`src/sv/crse_ram.sv`:
```
// Generic synchronous RAM: one write port, two read ports, registered read data.
// Self-contained; no package dependency.
module crse_ram #(
    parameter int WIDTH = 8,
    parameter int DEPTH = 16
) (
    input  logic                     clk,
    input  logic                     we,
    input  logic [$clog2(DEPTH)-1:0] waddr,
    input  logic [WIDTH-1:0]         wdata,
    input  logic [$clog2(DEPTH)-1:0] raddr_a,
    input  logic [$clog2(DEPTH)-1:0] raddr_b,
    output logic [WIDTH-1:0]         rdata_a,
    output logic [WIDTH-1:0]         rdata_b
);

    logic [WIDTH-1:0] mem [DEPTH];

    // Write port.
    always_ff @(posedge clk)
    begin
        if (we)
        begin
            mem[waddr] <= wdata;
        end
    end

    // Registered read ports.
    always_ff @(posedge clk)
    begin
        rdata_a <= mem[raddr_a];
        rdata_b <= mem[raddr_b];
    end

endmodule

```
`config.mk`:
```
export PLATFORM = sky130hd
export DESIGN_NAME = crse_ram
export DESIGN_NICKNAME = d
export VERILOG_FILES = /design/src/sv/crse_ram.sv
export SDC_FILE = /design/constraint.sdc
export NUM_CORES = 1
export LEC_CHECK = 0
export BUFFER_PORTS_ARGS = -buffer_cell sky130_fd_sc_hd__buf_2
export CAP_MARGIN = 20
export CELL_PAD_IN_SITES_DETAIL_PLACEMENT = 1
export CELL_PAD_IN_SITES_GLOBAL_PLACEMENT = 2
export CORE_ASPECT_RATIO = 2
export CORE_MARGIN = 8
export CORE_UTILIZATION = 30
export DETAILED_ROUTE_END_ITERATION = 6
export PLACE_DENSITY_LB_ADDON = 0.1
export SKIP_LAST_GASP = 1
export SLEW_MARGIN = 20
export SYNTH_ARGS = -nofsm -noshare
export SYNTH_HDL_FRONTEND = slang
export SYNTH_SLANG_ARGS = --single-unit
```
`constraint.sdc`:
```
create_clock -name clk -period 2.3 [get_ports clk]
set_input_delay 0.23 -clock clk [delete_from_list [all_inputs] [get_ports clk]]
set_output_delay 0.23 -clock clk [all_outputs]
set_load 0.01 [all_outputs]
```
==> impl_metrics.tcl, run 1 <==
set metrics [dict create \
    synth_seq_area_share_pct 65.6 \
    cap_violations 0 \
    min_to "mem[4][7]" \
    cp_slowest_stage_delay_ns 0.60 \
    fin_crit_sh_pct 63.9 \
    ir_drop_mv 0.499 \
    final_layout_size_suffix_gt1_share_pct 32.9 \
    wl_per_cell_microns 26.2 \
    synth_nets 329 \
    min_from "wdata[7]" \
    syn_to_final_growth_pct 18.9 \
    critical_path_class "register to register" \
    p_seq_share_pct 46.7 \
    critPathArrivalTime_ns 1.77 \
    yosys_warnings 0 \
    clock-sinks 144 \
    busiest_layer "met2" \
    post-dp-hpwl_microns 11700 \
    dieArea_sq_um 26300 \
    worstHoldPathType "primary input to register" \
    fillerInstances 2083 \
    r2r-end "rdata_b[7]" \
    final_antenna_net_count 0 \
    synthCells 307 \
    leakage_nw 2.59 \
    grt_max_degree 33 \
    place_congestion 0.732 \
    crit_slowest_cell "mux4_4" \
    hold_ws_ns 0.198 \
    io_pins 38 \
    slew_headroom_pct 63.6 \
    root_buffer "clkbuf_16" \
    antenna_found_initial 0 \
    hold_depth 1 \
    p_comb_share_pct 7.4 \
    postCtsHoldBufs 0 \
    nets 389 \
    status "completed" \
    grt_pass1_wl_microns 25400 \
    vias_per_cell 5.18 \
    slew_violations 0 \
    multiInputGateArea_sq_um 2010 \
    p_per_area_nw_per_um2 839 \
    start_util_pct 30.5 \
    n_antenna_cell 0 \
    grtUsageMet3_pct 2.42 \
    tightest_slew_ns 0.546 \
    grt_usage_pct 13.5 \
    clkPwrFrac_pct 45.9 \
    drt_iter0_drc 223 \
    wl_microns 17000 \
    p_int_mw 5.00 \
    avgSynthCellArea_sq_um 20.7 \
    crit_required_ns 2.60 \
    use_met1_pct 14.9 \
    cts_tree "yes" \
    insertion_delay_ns 0.42 \
    swShare_pct 21.1 \
    yosysUniqueCellTypes 20 \
    clockBufferDepth 2 \
    synth_seq_cells 144 \
    rsz0062_at_grt "no" \
    drt-pass1-iter-count 4 \
    switchingPower_mw 1.33 \
    final_area_sq_um 7550 \
    fin_crit_ns 1.47 \
    cts_max_level 4 \
    final_cell_mix "edfxtp_1, buf_2, mux4_2, a22oi_1, mux4_1" \
    worst_slack_ns 0.831 \
    worstSetupStartpointType "register" \
    numCtsBuffers 17 \
    grtUsageMet2_pct 24.5 \
    rows 75 \
    finClkSkew_ns 0.00634 \
    dr_total_vias 3363 \
    die_h_microns 222 \
    path_cells "mux4_4, a22oi_1, nand2_1" \
    drcViolationCount 0 \
    post-place-ws_ns 0.496 \
    setup_violations 0 \
    grt_overflow 0 \
    die_w_microns 119 \
    grt_pass1_vias 3807 \
    ctsResizeCount 0 \
    r2r_start "mem[3][7]" \
    reg2reg_depth 3 \
    finalHoldViolations 0 \
    endpoint_kind "register" \
    fin_setup_tns_ns 0 \
    numPortBuffers 37 \
    final_common_cell "edfxtp_1" \
    cts_setup_buffers 0 \
    crit_path_max_fanout 2 \
    clk_transition_reported_paths_ns 0.06 \
    coreArea_sq_um 20800 \
    mappedNetlistArea_sq_um 6350 \
    max_freq_mhz 681 \
    postPlaceCellArea_sq_um 6930 \
    reg2reg_slack_ns 0.83 \
    register_area_sq_um 4160 \
]
worst max-delay path, delay by kind of cell, from the launching register on:
kind	cells	cell delay [ns]
mux	1	0.60
flops	1	0.38
compound gates	1	0.28
simple gates	1	0.09
worst max path at each step:
stage	from	to
after global routing	mem[3][7]	rdata_b[7]
final	mem[3][7]	rdata_b[7]
after global placement	raddr_b[0]	rdata_b[7]
after CTS	mem[3][7]	rdata_b[7]
after floorplan	waddr[2]	mem[0][0]
after detailed placement	raddr_b[0]	rdata_b[7]
logic make-up after synthesis:
logic type	after synthesis	share of synthesized area, %
AOI/OAI and AO/OA	32	3.79
and+or+nand+nor	47	3.43
DFF	144	65.6
buffers and inverters	20	2.72
muxes	64	24.4
synthesized netlist by cell type:
cell / n / area (sq um)
mux4_2: 34 / 766
nand2b_1: 2 / 12.5
nor2_1: 14 / 52.6
nor3_1: 4 / 20.0
buf_6: 6 / 67.6
dfxtp_1: 16 / 320
mux4_1: 28 / 736
nor2b_1: 2 / 12.5
a22oi_1: 32 / 240
mux4_4: 2 / 50.1
nand2_1: 17 / 63.8
nand3_1: 1 / 5.00
edfxtp_1: 128 / 3840
buf_2: 6 / 30.0
nand3b_1: 2 / 15.0
and2_1: 2 / 12.5
clkdlybuf4s25_2: 6 / 60.1
buf_4: 2 / 15.0
and2b_1: 2 / 15.0
or3b_2: 1 / 8.76
sequential cells by signal, indices dropped and copies added (netlist names):
signal and flops:
rdata_a 8, mem 128, rdata_b 8
through the flow:
stage / power (mW) / utilization (%) / cells
floorplan: 3.28 / - / 307
global placement: 3.49 / 33.2 / 617
detailed placement: 3.50 / 33.2 / 617
CTS: 6.41 / 36.2 / 649
global route: 6.53 / 36.2 / 649
finish: 6.33 / 36.2 / 649
power groups by stage:
stage          clock [mW]  combinational (mW)  sequential (mW)
5_1_grt              3.06               0.504             2.97
2_1_floorplan           0               0.264             3.02
4_1_cts              2.97               0.482             2.96
6_report             2.91               0.466             2.96
3_3_place_gp            0               0.472             3.01
3_5_place_dp            0               0.481             3.02
metal layers:
metal / up-vias / share of wire, %
li1: 1462 / -
met1: 1815 / 39
met2: 64 / 56
met3: 22 / 2.5
met4: 0 / 1.8
met5: - / 0
cell type report:
cell class	count	share of cell area [%]
tap	269	4.46
timing repair buffer	61	5.50
clock inverter	11	2.15
multi-input combinational	143	26.6
clock buffer	21	6.10
sequential	144	55.2
(Power assumes the default switching activity.)
==> inputs of run 2 (changes only) <==
- clock period: 2.3 -> 1.5 ns (I/O delays scaled with it)
==> impl_metrics.tcl, run 2 (synthesized netlist as in run 1, its figures left out) <==
set metrics [dict create \
    wl_met3_microns 656 \
    path_cells "mux4_1, a22oi_2, nand2_1" \
    max_freq_mhz 702 \
    cp_num_buf_inv 0 \
    tightest_slew_ns 0.953 \
    reg2reg_depth 3 \
    r2r_start "mem[9][1]" \
    p_per_area_nw_per_um2 1210 \
    coreArea_sq_um 20800 \
    crit_start "mem[9][1]" \
    critPathTopFamily "multiplexers" \
    final_layout_size_suffix_gt1_share_pct 36.2 \
    slew_violations 0 \
    insertion_delay_ns 0.43 \
    dp.cells 626 \
    largest_reg_flops 128 \
    final_antenna_net_count 0 \
    worstHoldPathType "primary input to register" \
    syn_to_final_growth_pct 22.0 \
    grt_pass1_wl_microns 26000 \
    clock-sinks 144 \
    crit_required_ns 1.79 \
    final_cells 658 \
    fin_crit_sh_pct 94.9 \
    top_layer "met4" \
    fin_crit_ns 1.42 \
    cts_max_level 4 \
    dieArea_sq_um 26300 \
    crit_slowest_cell "mux4_1" \
    grt_usage_pct 14.2 \
    drt_iter0_drc 172 \
    cts_tree "yes" \
    slew_headroom_pct 36.3 \
    final_common_cell "edfxtp_1" \
    leakage_nw 2.66 \
    finalHoldViolations 0 \
    power.total_mw 9.38 \
    final_cell_mix "edfxtp_1, buf_2, mux4_2, mux4_1, a22oi_1" \
    place_congestion 0.716 \
    start_util_pct 30.5 \
    reg_top3 "mem x128, rdata_a x8, rdata_b x8" \
    rows 75 \
    grt_pass1_vias 3796 \
    numCtsBuffers 17 \
    post-place-ws_ns -0.190 \
    rsz0062_at_grt "no" \
    wl_met1_microns 6440 \
    root_buffer "clkbuf_16" \
    io_pins 38 \
    worstSetupPathDepth 3 \
    ir_drop_mv 0.591 \
    endpoint_kind "register" \
    grt_max_degree 28 \
    dr_total_vias 3345 \
    status "completed" \
    crit_path_max_fanout 2 \
    critical_path_class "register to register" \
    cts_setup_buffers 0 \
    critPathArrivalTime_ns 1.72 \
    drcViolationCount 0 \
    fin_util_pct 37.2 \
    numPortBuffers 37 \
    die_h_microns 222 \
    n_antenna_cell 0 \
    finClkSkew_ns 0.00789 \
    r2r-end "rdata_b[1]" \
    grt_overflow 0 \
    route.met2.wl_microns 10400 \
    reg2reg_slack_ns 0.08 \
    nets 398 \
    worst_slack_ns 0.0762 \
    worstSetupStartpointType "register" \
    cp_slowest_stage_delay_ns 0.58 \
    wl_microns 17800 \
    cap_violations 0 \
    drt-pass1-iter-count 5 \
    wl_per_cell_microns 27.1 \
    clockBufferDepth 2 \
    endpoint "rdata_b[1]" \
    largest-register "mem" \
    die_w_microns 119 \
    clk_transition_reported_paths_ns 0.06 \
    antenna_found_initial 0 \
    setup_violations 0 \
    vias_per_cell 5.08 \
    post-dp-hpwl_microns 12600 \
]
-- run 2: cell types whose count changed in the layout (fill, tap and decap cells not counted) --
cell,previous run,this run
buf_12,4,16
a22oi_1,32,26
a22oi_2,0,6
buf_4,20,17
bufinv_16,4,1
clkbuf_1,2,5
clkbuf_8,2,5
clkinv_1,3,0
clkinv_2,0,3
clkinvlp_4,3,0
nor3_1,4,3
nor3_2,0,1
-- run 2: power by group --
group | total (mW) | internal, mW | switching (mW)
clock | 4.06 | 2.50 | 1.56
sequential | 4.54 | 4.49 | 0.0481
combinational | 0.779 | 0.363 | 0.416
-- run 2: layout make-up --
| type | instances | area, sq um |
|---|---|---|
| fillers | 2098 | 13100 |
| multi-input cells | 143 | 2040 |
| repair buffers | 70 | 633 |
| flip-flops and latches | 144 | 4160 |
| clock buffers | 27 | 513 |
| well taps | 269 | 337 |
| clock inverters | 5 | 53.8 |
-- run 2: timing repair --
item | in CTS | in global routing
hold buffers | 0 | 0
gates resized for setup | 1 | 5
cloned | 0 | 0
setup endpoints to repair | 1 | 5
-- run 2: how the worst min path moves through the flow --
stage | from | end | slack, ns | cells past startpoint
finish | wdata[7] | mem[3][7] | 0.11 | 1
global route | wdata[4] | mem[3][4] | 0.11 | 1
floorplan | wdata[0] | mem[0][0] | 0.25 | 0
global placement | wdata[7] | mem[1][7] | 0.55 | 1
detailed placement | rdata_b[2] | rdata_b[2] | 0.55 | 1
CTS | wdata[3] | mem[12][3] | 0.09 | 1
-- run 2: layer usage --
metal	vias to the layer above	GRT usage, %
li1	1475	-
met1	1792	14.3
met2	63	27.3
met3	15	3.60
met4	0	4.56
met5	-	0
-- run 2: per-stage QoR --
stage	TNS [ns]	hold WS [ns]	cell area (sq um)
after CTS	0	0.0930	7720
after global placement	-1.91	0.551	7150
after global routing	0	0.114	7740
after floorplan	0	0.249	6350
final	0	0.114	7740
after detailed placement	-2.00	0.553	7150
==> inputs of run 3 (changes only) <==
--- a/config.mk
+++ b/config.mk
@@ -21 +21,2 @@
 export SYNTH_SLANG_ARGS = --single-unit
+export TNS_END_PERCENT = 10
==> constraint.sdc (replaced) <==
create_clock -name clk -period 1.8 [get_ports clk]
set_input_delay 0.09 -clock clk [delete_from_list [all_inputs] [get_ports clk]]
set_output_delay 0.09 -clock clk [all_outputs]
set_load 0.01 [all_outputs]
==> impl_metrics.tcl, run 3 (synthesized netlist as in run 1, its figures left out) <==
set metrics [dict create \
    final_common_cell "edfxtp_1" \
    grt_pass1_vias 3910 \
    finalHoldViolations 0 \
    grt_usage_pct 14.3 \
    ir_drop_mv 0.495 \
    coreArea_sq_um 20800 \
    clockBufferDepth 2 \
    drt-pass1-iter-count 6 \
    crit_required_ns 2.10 \
    place_congestion 0.711 \
    fin_crit_sh_pct 81.8 \
    grt_pass1_wl_microns 26600 \
    final_layout_size_suffix_gt1_share_pct 33.7 \
    reg2reg_depth 3 \
    power.total_mw 7.53 \
    grt_overflow 0 \
    hold_depth 1 \
    start_util_pct 30.5 \
    final_area_sq_um 7490 \
    endpoint_kind "register" \
    die_w_microns 119 \
    die_h_microns 222 \
    nets 395 \
    clock-sinks 144 \
    postPlaceCellArea_sq_um 6970 \
    clk_transition_reported_paths_ns 0.06 \
    worstHoldPathType "primary input to register" \
    ctsResizeCount 0 \
    largest-register "mem" \
    dr_total_vias 3341 \
    final_cell_mix "edfxtp_1, buf_2, mux4_2, a22oi_1, mux4_1" \
    critPathArrivalTime_ns 1.78 \
    cts_max_level 4 \
    wl_per_cell_microns 27.4 \
    dieArea_sq_um 26300 \
    worstSetupStartpointType "register" \
    worst_slack_ns 0.327 \
    drcViolationCount 0 \
    syn_to_final_growth_pct 18.1 \
    n_antenna_cell 0 \
    finClkSkew_ns 0.00445 \
    cp_num_buf_inv 0 \
    slew_violations 0 \
    p_per_area_nw_per_um2 1010 \
    rsz0062_at_grt "no" \
    cts_tree "yes" \
    rows 75 \
    fin_crit_ns 1.47 \
    worstSetupPathDepth 3 \
    postCtsHoldBufs 0 \
    post-dp-hpwl_microns 12600 \
    max_freq_mhz 679 \
    grt_max_degree 21 \
    slew_headroom_pct 32.2 \
    crit_slowest_cell "mux4_4" \
    tightest_slew_ns 1.01 \
    numCtsBuffers 17 \
    insertion_delay_ns 0.42 \
    critical_path_class "register to register" \
    fin_setup_tns_ns 0 \
    largest_reg_flops 128 \
    cap_violations 0 \
    vias_per_cell 5.10 \
    final_antenna_net_count 0 \
    post-place-ws_ns 0.140 \
    path_cells "mux4_4, a22oi_1, nand2_1" \
    drt_iter0_drc 143 \
    cts_setup_buffers 0 \
    reg_top3 "mem x128, rdata_a x8, rdata_b x8" \
    wl_microns 17900 \
    numPortBuffers 37 \
    io_pins 38 \
    crit_path_max_fanout 2 \
    leakage_nw 2.58 \
    cp_slowest_stage_delay_ns 0.60 \
    antenna_found_initial 0 \
    critPathTopFamily "multiplexers" \
    setup_violations 0 \
    root_buffer "clkbuf_16" \
    status "completed" \
]
-- run 3: report_power, final --
| part | leakage, nW | internal [mW] | switching (mW) | total (mW) |
|---|---|---|---|---|
| combinational | 1.03 | 0.275 | 0.340 | 0.615 |
| clock | 0.254 | 1.86 | 1.28 | 3.14 |
| sequential | 1.29 | 3.74 | 0.0370 | 3.78 |
-- run 3: worst register-to-register path, stage by stage, from the launching register on --
cell and delay [ns]:
edfxtp_1 0.39, mux4_4 0.60, a22oi_1 0.28, nand2_1 0.09
-- run 3: cell type report --
cell class,count,area [sq um]
Clock buffer,26,489
Clock inverter,6,35.0
Fill cell,2092,13300
Multi-Input combinational cell,143,2010
Sequential cell,144,4160
Tap cell,269,337
Timing Repair Buffer,67,460
-- run 3: metrics by stage --
step / cells / hold slack, ns / util, %
after detailed placement: 623 / 0.490 / 33.5
after global placement: 623 / 0.485 / 33.5
after global routing: 655 / 0.0658 / 36.0
after floorplan: 307 / 0.189 / -
after CTS: 655 / 0.0463 / 36.0
final: 655 / 0.0611 / 36.0
-- run 3: path summary, 6_finish.rpt --
check        startpoint    endpoint  slack, ns
min reg2reg  mem[12][7]  rdata_b[7]       0.70
max reg2reg   mem[0][7]  rdata_b[7]       0.33
max           mem[0][7]  rdata_b[7]       0.33
min            wdata[0]   mem[4][0]       0.06
-- run 3: layer usage --
layer	part of all wire, %	vias up	wire, microns	global-route usage (%)
li1	-	1469	-	-
met1	38	1804	6730	14.9
met2	59	51	10500	27.7
met3	2.3	17	411	2.14
met4	1.6	0	286	5.34
met5	0	-	0	0
